===== src/rtl/core/icmprw_pkg.sv =====
package icmprw_pkg;

  // Frame layout: Ethernet header then a fixed 20-byte IPv4 header.
  localparam logic [5:0] HDR_LEN    = 6'd34;
  localparam logic [5:0] LAST_POS   = 6'd33;
  localparam logic [5:0] MAC_SRC    = 6'd6;
  localparam logic [5:0] ETH_LEN    = 6'd14;
  localparam logic [5:0] PROTO_POS  = 6'd23;
  localparam logic [5:0] CSUM_HI    = 6'd24;
  localparam logic [5:0] CSUM_LO    = 6'd25;
  localparam logic [5:0] SRC_IP_POS = 6'd26;
  localparam logic [5:0] DST_IP_POS = 6'd30;
  localparam logic [7:0] PROTO_ICMP = 8'd1;

  // Configuration register indexes.
  localparam logic [2:0] REG_OWN_MAC      = 3'd0;
  localparam logic [2:0] REG_NEXT_HOP_MAC = 3'd1;
  localparam logic [2:0] REG_OWN_IP       = 3'd2;
  localparam logic [2:0] REG_PEER_A_IP    = 3'd3;
  localparam logic [2:0] REG_PEER_C_IP    = 3'd4;

  typedef struct packed {
    logic [7:0] in_byte;
    logic       in_frame_end;
  } in_item_t;

  typedef struct packed {
    logic [7:0] out_byte;
    logic       out_frame_end;
  } out_item_t;

  // Header buffer write and read ports.
  typedef struct packed {
    logic       en;
    logic [5:0] addr;
    logic [7:0] data;
  } mem_wr_t;

  typedef struct packed {
    logic       en;
    logic [5:0] addr;
  } mem_rd_t;

  // Byte of a MAC address in wire order, first byte most significant.
  function automatic logic [7:0] mac_byte(input logic [47:0] mac, input logic [2:0] sel);
    logic [7:0] res;
    case (sel)
      3'd0: res = mac[47:40];
      3'd1: res = mac[39:32];
      3'd2: res = mac[31:24];
      3'd3: res = mac[23:16];
      3'd4: res = mac[15:8];
      3'd5: res = mac[7:0];
      default: res = 8'h00;
    endcase
    return res;
  endfunction

  // Byte of an IPv4 address in wire order.
  function automatic logic [7:0] ip_byte(input logic [31:0] ip, input logic [1:0] sel);
    logic [7:0] res;
    case (sel)
      2'd0: res = ip[31:24];
      2'd1: res = ip[23:16];
      2'd2: res = ip[15:8];
      2'd3: res = ip[7:0];
      default: res = 8'h00;
    endcase
    return res;
  endfunction

endpackage


===== src/rtl/core/icmprw_hdr_store.sv =====
module icmprw_hdr_store (
  input  logic               clk,
  input  icmprw_pkg::mem_wr_t wr,
  input  icmprw_pkg::mem_rd_t rd,
  output logic [7:0]         rd_data
);

  // One entry per header byte; read data is registered and held when idle.
  logic [7:0] mem [0:33];

  always_ff @(posedge clk) begin
    if (wr.en) begin
      mem[wr.addr] <= wr.data;
    end
  end

  always_ff @(posedge clk) begin
    if (rd.en) begin
      rd_data <= mem[rd.addr];
    end
  end

endmodule


===== src/rtl/core/icmprw_csum.sv =====
module icmprw_csum (
  input  logic        clk,
  input  logic        rst,
  input  logic        start,
  input  logic [18:0] partial,
  input  logic [31:0] src_ip,
  input  logic [31:0] dst_ip,
  output logic [15:0] csum,
  output logic        busy
);

  logic [19:0] acc;
  logic [1:0]  step;

  // Four steps: add source halves, add destination halves, then two end-around folds.
  always_ff @(posedge clk) begin
    if (rst) begin
      busy <= 1'b0;
      step <= 2'd0;
    end else if (start) begin
      busy <= 1'b1;
      step <= 2'd1;
    end else if (busy) begin
      step <= step + 2'd1;
      if (step == 2'd3) begin
        busy <= 1'b0;
      end
    end
  end

  always_ff @(posedge clk) begin
    if (start) begin
      acc <= {1'b0, partial} + {4'b0, src_ip[31:16]} + {4'b0, src_ip[15:0]};
    end else if (busy) begin
      case (step)
        2'd1: acc <= acc + {4'b0, dst_ip[31:16]} + {4'b0, dst_ip[15:0]};
        default: acc <= {4'b0, acc[15:0]} + {16'b0, acc[19:16]};
      endcase
    end
  end

  assign csum = ~acc[15:0];

endmodule


===== src/rtl/core/icmp_relay_header_rewriter_unit.sv =====
// ICMP relay header rewriter.
// Frame bytes enter on the in channel (valid/ready), one byte per request, with
// in_frame_end on the last byte. The first 34 bytes are written to a header buffer
// while the MAC, protocol and address fields are checked and the checksum partial
// sum is gathered on the fly. On byte 34 the frame is forwarded or dropped.
// A forwarded header is read back from the buffer and emitted as 34 rewritten
// bytes at one byte per cycle, the first one passing the buffer read register
// and the output register after byte 34 is taken; input is held off during that
// burst. Later bytes of a forwarded frame pass through the output register at
// one per cycle. Header bytes and dropped frames are taken at one per cycle and
// give no output. The output register holds a single byte; when the receiver
// stalls, the header burst pauses and pass-through input is held off.
// Configuration is a plain write port (cfg_we, cfg_index, cfg_data); the user
// must write it only while the block is idle, as the block itself does not
// enforce this. Synchronous reset clears the configuration, the exchange state
// and all control; the header buffer needs no clearing.
module icmp_relay_header_rewriter_unit (
  input  logic                  clk,
  input  logic                  rst,
  input  logic                  in_valid,
  output logic                  in_ready,
  input  icmprw_pkg::in_item_t  in_data,
  output logic                  out_valid,
  input  logic                  out_ready,
  output icmprw_pkg::out_item_t out_data,
  input  logic                  cfg_we,
  input  logic [2:0]            cfg_index,
  input  logic [47:0]           cfg_data
);

  localparam logic [1:0] MODE_COLLECT = 2'd0;
  localparam logic [1:0] MODE_PASS    = 2'd1;
  localparam logic [1:0] MODE_DROP    = 2'd2;
  localparam logic [1:0] MODE_EMIT    = 2'd3;

  logic [47:0] own_mac, next_hop_mac;
  logic [31:0] own_ip, peer_a_ip, peer_c_ip;

  logic [1:0]  mode;
  logic [5:0]  pos;
  logic        mac_ok, proto_ok;
  logic [7:0]  word_hi;
  logic [18:0] psum;
  logic [31:0] src_ip;
  logic [23:0] dst_hi;
  logic        pending;
  logic [31:0] saved_ip;
  logic [31:0] new_src, new_dst;
  logic        end_flag;
  logic        csum_start;
  logic [15:0] csum;
  logic        csum_busy;

  logic [5:0]  idx;
  logic        rd_valid;
  logic [5:0]  rd_pos;
  logic [7:0]  rd_data;

  logic        in_acc, collect_acc, last_hdr;
  logic        from_a, from_c, fwd;
  logic        hdr_load, fetch_en, pass_load;
  logic [7:0]  b;
  logic [5:0]  off_mac, off_src, off_dst;
  logic [7:0]  hdr_byte;

  icmprw_pkg::mem_wr_t mem_wr;
  icmprw_pkg::mem_rd_t mem_rd;

  // Configuration writes; unknown indexes are ignored.
  always_ff @(posedge clk) begin
    if (rst) begin
      own_mac      <= '0;
      next_hop_mac <= '0;
      own_ip       <= '0;
      peer_a_ip    <= '0;
      peer_c_ip    <= '0;
    end else if (cfg_we) begin
      case (cfg_index)
        icmprw_pkg::REG_OWN_MAC:      own_mac      <= cfg_data;
        icmprw_pkg::REG_NEXT_HOP_MAC: next_hop_mac <= cfg_data;
        icmprw_pkg::REG_OWN_IP:       own_ip       <= cfg_data[31:0];
        icmprw_pkg::REG_PEER_A_IP:    peer_a_ip    <= cfg_data[31:0];
        icmprw_pkg::REG_PEER_C_IP:    peer_c_ip    <= cfg_data[31:0];
        default: ;
      endcase
    end
  end

  // Input handshake and forwarding decision on the last header byte.
  always_comb begin
    case (mode)
      MODE_COLLECT: in_ready = 1'b1;
      MODE_DROP:    in_ready = 1'b1;
      MODE_PASS:    in_ready = !out_valid || out_ready;
      default:      in_ready = 1'b0;
    endcase
  end

  assign b           = in_data.in_byte;
  assign in_acc      = in_valid && in_ready;
  assign collect_acc = in_acc && (mode == MODE_COLLECT);
  assign last_hdr    = collect_acc && (pos == icmprw_pkg::LAST_POS);
  assign from_a      = mac_ok && proto_ok && (src_ip == peer_a_ip);
  assign from_c      = mac_ok && proto_ok && !from_a && (src_ip == peer_c_ip) && pending;
  assign fwd         = from_a || from_c;

  assign mem_wr.en   = collect_acc;
  assign mem_wr.addr = pos;
  assign mem_wr.data = b;

  // Header collection: field checks and partial checksum of the fixed IP words.
  always_ff @(posedge clk) begin
    if (collect_acc) begin
      if (pos == 6'd0) begin
        mac_ok <= (b == icmprw_pkg::mac_byte(own_mac, pos[2:0]));
        psum   <= '0;
      end else if (pos < icmprw_pkg::MAC_SRC) begin
        mac_ok <= mac_ok && (b == icmprw_pkg::mac_byte(own_mac, pos[2:0]));
      end
      if (pos == icmprw_pkg::PROTO_POS) begin
        proto_ok <= (b == icmprw_pkg::PROTO_ICMP);
      end
      if (pos >= icmprw_pkg::ETH_LEN && pos <= icmprw_pkg::PROTO_POS) begin
        if (!pos[0]) begin
          word_hi <= b;
        end else begin
          psum <= psum + {3'b0, word_hi, b};
        end
      end
      if (pos >= icmprw_pkg::SRC_IP_POS && pos < icmprw_pkg::DST_IP_POS) begin
        src_ip <= {src_ip[23:0], b};
      end
      if (pos >= icmprw_pkg::DST_IP_POS && pos < icmprw_pkg::LAST_POS) begin
        dst_hi <= {dst_hi[15:0], b};
      end
    end
    if (last_hdr) begin
      end_flag <= in_data.in_frame_end;
      if (from_a) begin
        new_src <= own_ip;
        new_dst <= peer_c_ip;
      end else begin
        new_src <= saved_ip;
        new_dst <= peer_a_ip;
      end
    end
  end

  // Exchange state kept across frames.
  always_ff @(posedge clk) begin
    if (rst) begin
      pending  <= 1'b0;
      saved_ip <= '0;
    end else if (last_hdr) begin
      if (from_a && !pending) begin
        pending  <= 1'b1;
        saved_ip <= {dst_hi, b};
      end else if (from_c) begin
        pending <= 1'b0;
      end
    end
  end

  // Header read-back pipeline: buffer read register, then the output register.
  assign hdr_load  = rd_valid && (!out_valid || out_ready);
  assign fetch_en  = (mode == MODE_EMIT) && (idx != icmprw_pkg::HDR_LEN)
                     && (!rd_valid || hdr_load);
  assign pass_load = in_acc && (mode == MODE_PASS);

  assign mem_rd.en   = fetch_en;
  assign mem_rd.addr = idx;

  // Frame mode, byte position and read pipeline control.
  always_ff @(posedge clk) begin
    if (rst) begin
      mode       <= MODE_COLLECT;
      pos        <= '0;
      idx        <= '0;
      rd_valid   <= 1'b0;
      csum_start <= 1'b0;
    end else begin
      csum_start <= last_hdr && fwd;
      if (fetch_en) begin
        rd_valid <= 1'b1;
        rd_pos   <= idx;
        idx      <= idx + 6'd1;
      end else if (hdr_load) begin
        rd_valid <= 1'b0;
      end
      case (mode)
        MODE_COLLECT: begin
          if (collect_acc) begin
            if (last_hdr || in_data.in_frame_end) begin
              pos <= '0;
            end else begin
              pos <= pos + 6'd1;
            end
            if (last_hdr) begin
              if (fwd) begin
                mode <= MODE_EMIT;
                idx  <= '0;
              end else if (!in_data.in_frame_end) begin
                mode <= MODE_DROP;
              end
            end
          end
        end
        MODE_EMIT: begin
          if (idx == icmprw_pkg::HDR_LEN && !rd_valid) begin
            mode <= end_flag ? MODE_COLLECT : MODE_PASS;
          end
        end
        default: begin
          if (in_acc && in_data.in_frame_end) begin
            mode <= MODE_COLLECT;
          end
        end
      endcase
    end
  end

  // Rewritten header byte for the position held in the read register.
  assign off_mac = rd_pos - icmprw_pkg::MAC_SRC;
  assign off_src = rd_pos - icmprw_pkg::SRC_IP_POS;
  assign off_dst = rd_pos - icmprw_pkg::DST_IP_POS;

  always_comb begin
    if (rd_pos < icmprw_pkg::MAC_SRC) begin
      hdr_byte = icmprw_pkg::mac_byte(next_hop_mac, rd_pos[2:0]);
    end else if (rd_pos < icmprw_pkg::ETH_LEN - 6'd2) begin
      hdr_byte = icmprw_pkg::mac_byte(own_mac, off_mac[2:0]);
    end else if (rd_pos == icmprw_pkg::CSUM_HI) begin
      hdr_byte = csum[15:8];
    end else if (rd_pos == icmprw_pkg::CSUM_LO) begin
      hdr_byte = csum[7:0];
    end else if (rd_pos >= icmprw_pkg::DST_IP_POS) begin
      hdr_byte = icmprw_pkg::ip_byte(new_dst, off_dst[1:0]);
    end else if (rd_pos >= icmprw_pkg::SRC_IP_POS) begin
      hdr_byte = icmprw_pkg::ip_byte(new_src, off_src[1:0]);
    end else begin
      hdr_byte = rd_data;
    end
  end

  // Output register.
  always_ff @(posedge clk) begin
    if (rst) begin
      out_valid <= 1'b0;
    end else if (hdr_load || pass_load) begin
      out_valid <= 1'b1;
    end else if (out_ready) begin
      out_valid <= 1'b0;
    end
  end

  always_ff @(posedge clk) begin
    if (hdr_load) begin
      out_data.out_byte      <= hdr_byte;
      out_data.out_frame_end <= end_flag && (rd_pos == icmprw_pkg::LAST_POS);
    end else if (pass_load) begin
      out_data.out_byte      <= b;
      out_data.out_frame_end <= in_data.in_frame_end;
    end
  end

  icmprw_hdr_store u_store (
    .clk     (clk),
    .wr      (mem_wr),
    .rd      (mem_rd),
    .rd_data (rd_data)
  );

  icmprw_csum u_csum (
    .clk     (clk),
    .rst     (rst),
    .start   (csum_start),
    .partial (psum),
    .src_ip  (new_src),
    .dst_ip  (new_dst),
    .csum    (csum),
    .busy    (csum_busy)
  );

  // The checksum must be settled before its first byte leaves the read register.
  a_csum_ready: assert property (@(posedge clk) disable iff (rst)
    hdr_load && (rd_pos == icmprw_pkg::CSUM_HI) |-> !csum_busy)
    else $error("checksum byte emitted while checksum still in progress");

  // The buffer is never written while a header is being read back.
  a_no_write_in_emit: assert property (@(posedge clk) disable iff (rst)
    (mode == MODE_EMIT) |-> !mem_wr.en)
    else $error("header buffer written during read-back");

  // Read data is only in flight during the header burst.
  a_rd_in_emit: assert property (@(posedge clk) disable iff (rst)
    rd_valid |-> (mode == MODE_EMIT))
    else $error("header read pending outside header burst");

  // A forwarding decision always starts a header burst on the next cycle.
  a_emit_follows: assert property (@(posedge clk) disable iff (rst)
    last_hdr && fwd |=> (mode == MODE_EMIT) && (idx == 6'd0) && csum_start)
    else $error("forwarded header did not start read-back");

endmodule

===== config.mk =====
export PLATFORM = sky130hd
export DESIGN_NAME = icmp_relay_header_rewriter_unit
export DESIGN_NICKNAME = d
export VERILOG_FILES = /design/src/rtl/core/icmprw_pkg.sv /design/src/rtl/core/icmprw_hdr_store.sv /design/src/rtl/core/icmprw_csum.sv /design/src/rtl/core/icmp_relay_header_rewriter_unit.sv
export SDC_FILE = /design/constraint.sdc
export NUM_CORES = 1
export LEC_CHECK = 0
export BUFFER_PORTS_ARGS = -buffer_cell sky130_fd_sc_hd__buf_2
export CORE_MARGIN = 2
export CORE_UTILIZATION = 45
export DETAILED_ROUTE_END_ITERATION = 6
export SLEW_MARGIN = 0
export SYNTH_ARGS = -nofsm -noshare
export SYNTH_HDL_FRONTEND = slang
export SYNTH_SLANG_ARGS = --single-unit

===== constraint.sdc =====
create_clock -name clk -period 4.3 [get_ports clk]
set_input_delay 0.86 -clock clk [delete_from_list [all_inputs] [get_ports clk]]
set_output_delay 0.86 -clock clk [all_outputs]
set_load 0.03 [all_outputs]

==> key figures, run 1 <==
Floorplan
  – I/O pins: 76
  – Die W: between 200 and 300 µm
  – Height of the die: 274 µm
  – Core box area: roughly 0.073 mm²
  – Die ar.: ~0.075 mm²
  – Initial Util: 0.453
  – Rows: between 90 and 100

Critical path
  – CP Capture Type: register
  – CP Cell Sequence: fa_1 > ha_1 > fa_1 > a21oi_1 > o21ai_0 > a2111oi_2 > nor3_1 > a41o_1 > o41ai_2 > xnor2_1 > a22o_1
  – Critical path required time: about 4700 ps
  – CP most frequent cell: fa_1
  – Slowest cell on crit path: fa_1
  – CP peak stage delay: between 500 and 600 ps
  – CP startpoint kind: register
  – Delay-heaviest family, CP: compound AO/OA/AOI/OAI gates
  – Maximum fanout along the worst path: 4
  – Worst Setup SP: psum[1]$_DFFE_PP_
  – Setup CP Type: register to register
  – CP arrival: ~4200 ps
  – RR Startpoint: psum[1]$_DFFE_PP_
  – CP bufs+invs: 0

Timing
  – Slew margin rel.: 0.302
  – Pins Over Slew Limit: 0
  – Period Utilization, post-route: 0.883
  – Worst clock skew: around 28 ps
  – RSZ-0062 raised after global routing: false
  – Hold slack: about 440 ps
  – Final hold violations: 0
  – Setup TNS: 0 ps
  – Worst-Margin Slew: 1050 ps
  – Crit path time final: between 3000 and 4000 ps
  – Max Fclk: 0.263 GHz
  – Final setup fails: 0

GRT
  – Met2 Track Usage GR: 0.412
  – Pin count of the biggest net entering global routing: 100
  – Remaining Overflow, GRT: 0
  – First-pass GRT wire length: between 100000 and 150000 µm
  – Number of global-route vias before repair: about 22000
  – Initial antenna violation count: 4
  – GRT Max-Usage Layer: met2
  – Global Route met1 Usage: 0.395
  – Global Route Usage Sum: 0.272
  – Met3 Use GR: 0.0518

Logic synthesis
  – Number of distinct library cells after synthesis: 74
  – Yosys reg bits: a little over 700
  – Syn_area_per_cell: 11.9 µm²
  – YS warnings: 0
  – Cells after Synth: roughly 2800
  – Top-area cell type share of the netlist area: 0.424
  – Syn nets: 2948
  – Fraction of registers with async set/reset: 0
  – Top_reg_cell synth: edfxtp_1
  – Cell Area, Synth: approximately 0.033 mm²
  – Seq/Total Area, Yosys: 0.573
  – Post-synth EDFFs: approximately 470
  – Leading area contributor after synthesis: edfxtp_1
  – Top post-synthesis cells by area: edfxtp_1 (42%), dfxtp_1 (15%), mux4_2 (6.8%)

Finish
  – Final std cells w/o fill: approximately 3900
  – Area Growth Syn to Fin: 12.9%
  – Highest-count cells in the layout ignoring fill and taps: nand2_1 (546), edfxtp_1 (465), a21oi_1 (311)
  – Ratio of cells with drive above 1 in the final layout: 0.161
  – Nets: ~3000
  – Commonest non-fill, non-tap cell in the layout: nand2_1
  – Fill count: 6295

Power and ir drop
  – Power per Cell Area: 407 mW/mm²
  – Seq pwr share: 0.488
  – P_sw: between 3000 and 4000 µW
  – Int Pwr: roughly 12000 µW
  – Gate power share: 0.045
  – Clock power frac: 0.467
  – Lkg Pwr: 0.0129 µW
  – Switching Share: 0.224
  – Maximum vdd drop: about 350 µV

Detailed routing
  – Post-route ant nets: 0
  – Initial DRC count: ~2600
  – DRT Pass-1 Iters: 7
  – Vias post-DR: approximately 23000
  – DR vias/cell: 5.93
  – WL per Instance: 26.5 µm
  – Drt drc: 1
  – Routed Wire Length: around 100000 µm

Clock network
  – Post_cts resized: 0
  – Hold Buf Count CTS: 0
  – Root Driver: clkbuf_16
  – Num CTS Buffers: a little under 80
  – CTS tree: done
  – Clk sinks: just over 700
  – H-Tree Depth: 3
  – Clk Latency, worst-skew pair: 640 ps
  – Postcts setup bufs: 0
  – Clock buffer depth: 3
  – Clock Pin Slew Worst Setup and Hold Paths: 60 ps

Hold path
  – Tightest Hold Check Type: register to register
  – Hold Startpoint: dst_hi[8]$_DFFE_PP_

Job
  – Max Cap Violations: 0

Placement
  – Placed cells: 3718
  – Hpwl dp: 72200 µm
  – I/O Buffers: 75
  – Final GP Congestion: ~0.98

Outcome
  – Violated checks: DRC
  – Status: complete, but fails checks
[layer usage]
layer,part of all wire,up-vias,wire length (µm)
met5,0.00013,-,13
met4,0.030,2,3060
met3,0.092,173,9390
met2,0.45,1047,45800
met1,0.43,11400,44100
li1,-,10300,-
[cells by family after synthesis]
kind of cell,Yosys count,synth area share
compound gates,532,0.0952
xor+xnor,127,0.0338
fa+ha+maj,107,0.0489
buf+inv,195,0.0241
flops,710,0.573
mux,235,0.112
simple gates,870,0.113
[cells in the mapped netlist, drive strengths merged, types with 5 or more instances]
cell and n:
nor4 26, o31ai 14, a32oi 5, nand4 11
nand2 546, o22ai 11, dfxtp 245, a222oi 7
nand2b 13, mux4 99, o21bai 6, buf 42
nor2 126, clkbuf 112, inv 40, mux2i 58
xnor2 37, nor3 22, nand3 58, a21oi 311
or3 6, edfxtp 465, ha 71, nor2b 25
a21o 14, a211oi 29, o211ai 8, or2 9
xor2 90, and3 10, o21ai 69, fa 36
o21a 5, mux2 78, a22oi 14
[final timing paths]
kind,endpoint,slack (ps),cells past startpoint
setup / recovery,u_csum.acc[17]$_DFFE_PP_,500,11
hold / removal,dst_hi[16]$_DFFE_PP_,440,0
hold reg to reg,dst_hi[16]$_DFFE_PP_,440,0
setup reg to reg,u_csum.acc[17]$_DFFE_PP_,500,11
[layout make-up]
cell class                 count  area, µm²  share of cell area
tap                          959       1200              0.0323
antenna                        2       5.00            0.000135
sequential                   710      18900               0.508
inverter                      41        154             0.00414
clock inverter                44        542              0.0146
multi-input combinational   1871      13300               0.357
clock buffer                 103       2190              0.0589
timing repair buffer         137        922              0.0248
[flip-flops by register name, summed over array words and instances (netlist names), 2 cells and up]
name / flops
src_ip: 32
rd_pos: 6
u_csum.step: 2
dst_hi: 24
idx: 6
own_mac: 48
u_csum.acc: 20
next_hop_mac: 48
pos: 6
mode: 2
new_dst: 32
own_ip: 32
peer_c_ip: 32
u_store.mem: 272
new_src: 32
saved_ip: 32
psum: 19
word_hi: 8
peer_a_ip: 32
out_data: 9
u_store.rd_data: 8
[per-stage QoR]
step | setup slack (ps) | cell area [µm²] | utilization | total power (µW)
after global routing | 320 | 37200 | 0.511 | 15500
after global placement | 538 | 34400 | 0.474 | 8170
final | 505 | 37200 | 0.511 | 15100
after detailed placement | 561 | 34400 | 0.474 | 8180
after floorplan | 581 | 32900 | - | 7830
after CTS | 548 | 37200 | 0.511 | 15200
[power by group through the flow]
stage / Sequential (µW) / Clock [µW] / Combinational [µW]
after floorplan: 7490 / 0 / 340
after global placement: 7510 / 0 / 656
after detailed placement: 7520 / 0 / 668
after CTS: 7370 / 7150 / 671
after global routing: 7380 / 7430 / 724
final: 7370 / 7060 / 681
Note: power is estimated with default switching activity, not from simulation.
==> run 2, diff against run 1 <==
--- a/config.mk
+++ b/config.mk
@@ -6,9 +6,9 @@
 export NUM_CORES = 1
 export LEC_CHECK = 0
 export BUFFER_PORTS_ARGS = -buffer_cell sky130_fd_sc_hd__buf_2
-export CORE_MARGIN = 2
 export CORE_UTILIZATION = 45
 export DETAILED_ROUTE_END_ITERATION = 6
+export REMOVE_ABC_BUFFERS = 1
 export SLEW_MARGIN = 0
 export SYNTH_ARGS = -nofsm -noshare
 export SYNTH_HDL_FRONTEND = slang
==> constraint.sdc (replaced) <==
create_clock -name clk -period 4.3 [get_ports clk]
set_input_delay 0.43 -clock clk [delete_from_list [all_inputs] [get_ports clk]]
set_output_delay 0.43 -clock clk [all_outputs]
set_load 0.03 [all_outputs]
==> key figures, run 2 (synthesis gave the netlist of run 1 again) <==
Critical path
  – CP startpoint kind: register
  – CP arrival: 4110 ps
  – Worst Setup SP: psum[1]$_DFFE_PP_
  – RR Startpoint: psum[1]$_DFFE_PP_
  – Maximum fanout along the worst path: 4
  – Critical path required time: around 4700 ps
  – CP Capture Type: register
  – Setup CP Type: register to register

Finish
  – Final std cells w/o fill: just under 4000
  – Core Util, Final: 0.514
  – Nets: roughly 3000
  – Max reg flops: between 200 and 300
  – Final Cell Area: around 0.037 mm²
  – Biggest register: u_store.mem
  – Highest-count cells in the layout ignoring fill and taps: nand2_1 (546), edfxtp_1 (465), a21oi_1 (311)
  – Diode count: 0
  – Ratio of cells with drive above 1 in the final layout: 0.156
  – Area Growth Syn to Fin: 12.4%
  – Largest regs: u_store.mem: 272 flops, next_hop_mac: 48 flops, own_mac: 48 flops
  – Commonest non-fill, non-tap cell in the layout: nand2_1

Power and ir drop
  – Maximum vdd drop: roughly 340 µV
  – Int Pwr: 11500 µW
  – Power per Cell Area: approximately 400 mW/mm²
  – Switching Share: 0.225
  – Seq pwr share: 0.495
  – P_sw: 3350 µW
  – Lkg Pwr: between 0.01 and 0.015 µW
  – Gate power share: 0.043
  – Clock power frac: 0.462

Placement
  – Hpwl dp: approximately 66000 µm
  – I/O Buffers: 75
  – Final GP Congestion: approximately 0.94
  – Placed cells: approximately 3700
  – Placed inst area: about 0.034 mm²

Floorplan
  – Rows: 98
  – I/O pins: between 70 and 80
  – Core box area: ~0.072 mm²
  – Die W: roughly 270 µm
  – Initial Util: 0.457
  – Height of the die: around 270 µm
  – Die ar.: 0.0742 mm²

Clock network
  – Postcts setup bufs: 0
  – Clk Latency, worst-skew pair: 640 ps
  – Post_cts resized: 0
  – Clock buffer depth: 3
  – Num CTS Buffers: 77
  – Clk sinks: slightly above 700
  – CTS tree: done
  – Clock Pin Slew Worst Setup and Hold Paths: 60 ps
  – H-Tree Depth: 3
  – Hold Buf Count CTS: 0
  – Root Driver: clkbuf_16

Detailed routing
  – Post-route ant nets: 0
  – DRT Pass-1 Iters: 6
  – Initial DRC count: ~2200
  – Vias post-DR: between 20000 and 25000
  – Routed Wire Length: ~95000 µm
  – Drt drc: 0
  – DR vias/cell: about 6
  – WL per Instance: between 20 and 25 µm

Timing
  – Max Fclk: 0.268 GHz
  – Worst clock skew: 48.7 ps
  – Crit path time final: about 3700 ps
  – Final setup fails: 0
  – Period Utilization, post-route: 0.868
  – RSZ-0062 raised after global routing: false
  – Worst-Margin Slew: roughly 1200 ps
  – Pins Over Slew Limit: 0
  – Final hold violations: 0
  – Slew margin rel.: 0.206

Hold path
  – Hold Startpoint: cfg_data[36]
  – Tightest Hold Check Type: primary input to register

GRT
  – Number of global-route vias before repair: 21700
  – Remaining Overflow, GRT: 0
  – Initial antenna violation count: 3
  – Global Route Usage Sum: 0.256
  – Pin count of the biggest net entering global routing: 104
  – First-pass GRT wire length: between 100000 and 150000 µm

Job
  – Max Cap Violations: 0

Outcome
  – Status: finished clean
==> run 2: changes by cell type in the layout (fill, tap and decap cells not counted), sizes merged <==
cell | before | now
buf | 137 | 132
bufinv | 10 | 9
clkinv | 27 | 21
clkinvlp | 6 | 4
diode | 2 | 0
inv | 42 | 46
==> run 2: power by group through the flow <==
stage	clock network [µW]	registers [µW]	logic [µW]
after floorplan	0	7500	297
after global placement	0	7510	619
after detailed placement	0	7520	633
after CTS	6990	7370	635
after global routing	7240	7370	690
final	6880	7370	641
==> run 2: worst max-delay path: stages (launching register included) <==
cell	delay, ps
edfxtp_1	480
fa_1	520
ha_1	240
fa_1	470
a21oi_1	190
o21ai_0	220
a2111oi_2	370
nor3_1	130
a41o_1	290
o41ai_2	300
xnor2_1	130
a22o_1	180
==> run 2: per-stage QoR <==
| stage | power, µW | worst slack (ps) | hold slack, ps | TNS [ps] |
|---|---|---|---|---|
| finish | 14900 | 567 | 45.8 | 0 |
| global route | 15300 | 347 | 33.2 | 0 |
| CTS | 15000 | 569 | 18.6 | 0 |
| detailed placement | 8150 | 554 | 433 | 0 |
| global placement | 8130 | 602 | 431 | 0 |
| floorplan | 7790 | -1230 | 426 | -58610 |
==> run 2: final timing paths <==
kind	cells past startpoint	to	slack, ps
max	11	u_csum.acc[17]$_DFFE_PP_	570
min	3	own_mac[36]$_SDFFE_PP0P_	50
max reg2reg	11	u_csum.acc[17]$_DFFE_PP_	570
min reg2reg	0	dst_hi[16]$_DFFE_PP_	420
==> run 2: routing by layer <==
| layer | global-route usage | vias up | part of all wire | wire (µm) |
|---|---|---|---|---|
| li1 | - | 10200 | - | - |
| met4 | 0.0742 | 0 | 0.026 | 2440 |
| met5 | 0 | - | 0 | 0 |
| met1 | 0.365 | 11200 | 0.44 | 42200 |
| met3 | 0.0425 | 132 | 0.068 | 6530 |
| met2 | 0.402 | 859 | 0.46 | 44300 |
==> run 2: layout make-up <==
cell class                      count  area, µm²
Clock buffer                      103       2110
Fill cell                        6219      35000
Sequential cell                   710      18900
Timing Repair Buffer              132        872
Inverter                           41        154
Tap cell                          950       1190
Clock inverter                     39        534
Multi-Input combinational cell   1871      13300
==> run 3, diff against run 2 <==
--- a/config.mk
+++ b/config.mk
@@ -8,8 +8,10 @@
 export BUFFER_PORTS_ARGS = -buffer_cell sky130_fd_sc_hd__buf_2
 export CORE_UTILIZATION = 45
 export DETAILED_ROUTE_END_ITERATION = 6
+export PLACE_DENSITY = 0.72
 export REMOVE_ABC_BUFFERS = 1
 export SLEW_MARGIN = 0
 export SYNTH_ARGS = -nofsm -noshare
 export SYNTH_HDL_FRONTEND = slang
 export SYNTH_SLANG_ARGS = --single-unit
+export TNS_END_PERCENT = 100
==> key figures, run 3 (synthesis gave the netlist of run 1 again) <==
Floorplan
  – Height of the die: 272 µm
  – Rows: a little under 100
  – Initial Util: 0.457
  – Die ar.: approximately 0.074 mm²
  – I/O pins: 76
  – Die W: about 270 µm
  – Core box area: 0.0720 mm²

Critical path
  – Maximum fanout along the worst path: 4
  – CP arrival: between 4000 and 5000 ps
  – CP Cell Sequence: fa_1 > ha_1 > fa_1 > a21oi_1 > o21ai_0 > a2111oi_2 > nor3_1 > a41o_1 > o41ai_2 > xnor2_1 > a22o_1
  – CP Capture Type: register
  – Slowest cell on crit path: fa_1
  – Setup CP Type: register to register
  – Delay-heaviest family, CP: compound AO/OA/AOI/OAI gates
  – CP bufs+invs: 0
  – CP peak stage delay: approximately 550 ps
  – CP most frequent cell: fa_1
  – CP startpoint kind: register
  – Critical path required time: ~4700 ps

Finish
  – Fill count: 6055
  – Final std cells w/o fill: roughly 3800
  – Largest regs: u_store.mem: 272 flops, next_hop_mac: 48 flops, own_mac: 48 flops
  – Area Growth Syn to Fin: 11.5%
  – Commonest non-fill, non-tap cell in the layout: nand2_1
  – Ratio of cells with drive above 1 in the final layout: 0.157
  – Max reg flops: approximately 270
  – Nets: between 2000 and 3000
  – Highest-count cells in the layout ignoring fill and taps: nand2_1 (546), edfxtp_1 (465), a21oi_1 (311)
  – Biggest register: u_store.mem

Timing
  – Worst clock skew: between 30 and 40 ps
  – Period Utilization, post-route: 0.891
  – Worst-Margin Slew: roughly 1200 ps
  – Final setup fails: 0
  – Hold slack: 44.1 ps
  – Pins Over Slew Limit: 0
  – Final hold violations: 0
  – Max Fclk: 0.261 GHz
  – Slew margin rel.: 0.208
  – Crit path time final: ~3800 ps
  – RSZ-0062 raised after global routing: false

Clock network
  – Root Driver: clkbuf_16
  – Postcts setup bufs: 0
  – Clock Pin Slew Worst Setup and Hold Paths: around 60 ps
  – CTS tree: done
  – Clk sinks: 710
  – H-Tree Depth: 3
  – Post_cts resized: 0
  – Hold Buf Count CTS: 0
  – Num CTS Buffers: roughly 70
  – Clock buffer depth: 3
  – Clk Latency, worst-skew pair: 650 ps

Placement
  – I/O Buffers: 75
  – Placed cells: 3703
  – Hpwl dp: about 65000 µm
  – Final GP Congestion: 0.929

Detailed routing
  – WL per Instance: about 24 µm
  – Initial DRC count: approximately 2900
  – Post-route ant nets: 0
  – Drt drc: 11
  – Vias post-DR: 23000
  – Routed Wire Length: 93300 µm
  – DRT Pass-1 Iters: 7
  – DR vias/cell: between 6 and 7

Power and ir drop
  – Lkg Pwr: around 0.013 µW
  – Power per Cell Area: just under 400 mW/mm²
  – Maximum vdd drop: 448 µV
  – Overall power: approximately 14000 µW

GRT
  – Initial antenna violation count: 12
  – First-pass GRT wire length: approximately 140000 µm
  – Global Route Usage Sum: 0.251
  – Number of global-route vias before repair: 22500
  – Remaining Overflow, GRT: 0
  – Pin count of the biggest net entering global routing: roughly 110

Outcome
  – Status: complete, but fails checks
  – Violated checks: DRC

Hold path
  – Tightest Hold Check Type: primary input to register

Job
  – Max Cap Violations: 0
## run 3: cell count changes in the layout (fill, tap and decap cells not counted), moves of 4 or more
cell       previous run  this run
clkinv_2              6        13
clkbuf_1             19        15
clkinv_1             11         3
bufinv_16             9         2
clkbuf_16            78        73
## run 3: final timing paths
| kind | from | end | slack (ps) | depth (start not counted) |
|---|---|---|---|---|
| setup / recovery | psum[1]$_DFFE_PP_ | u_csum.acc[17]$_DFFE_PP_ | 470 | 11 |
| hold / removal | cfg_data[45] | next_hop_mac[45]$_SDFFE_PP0P_ | 40 | 3 |
| setup reg to reg | psum[1]$_DFFE_PP_ | u_csum.acc[17]$_DFFE_PP_ | 470 | 11 |
| hold reg to reg | dst_hi[1]$_DFFE_PP_ | dst_hi[9]$_DFFE_PP_ | 450 | 0 |
## run 3: power by group
group | switching (µW) | internal [µW] | total [µW]
Combinational | 444 | 196 | 640
Clock | 2800 | 3460 | 6260
Sequential | 55.5 | 7310 | 7360
## run 3: metrics by stage
step,TNS (ps),instance area (µm²),setup WS [ps],util
after global routing,0,36700,283,0.510
after floorplan,-58610,32300,-1230,-
after CTS,0,36700,500,0.510
after global placement,0,34300,573,0.477
final,0,36700,467,0.510
after detailed placement,0,34300,521,0.477
## run 3: routing by layer
| layer | global-route usage | up-vias | part of all wire | routed length, µm |
|---|---|---|---|---|
| li1 | - | 10200 | - | - |
| met4 | 0.103 | 14 | 0.042 | 3880 |
| met2 | 0.397 | 1164 | 0.46 | 43400 |
| met5 | 0 | - | 0.00091 | 85 |
| met1 | 0.333 | 11400 | 0.40 | 37200 |
| met3 | 0.0579 | 247 | 0.094 | 8800 |
## run 3: final cells by class
| type | count | area [µm²] | area share |
|---|---|---|---|
| antenna | 2 | 5.00 | 0.000136 |
| tap | 950 | 1190 | 0.0324 |
| sequential | 710 | 18900 | 0.515 |
| clock inverter | 35 | 347 | 0.00945 |
| clock buffer | 97 | 2000 | 0.0545 |
| inverter | 41 | 154 | 0.00420 |
| multi-input combinational | 1871 | 13300 | 0.362 |
| timing repair buffer | 131 | 840 | 0.0229 |
## run 3: tightest hold or removal path: stages
cell and delay, ps:
buf_2 110, nand2_1 50, a21oi_1 50
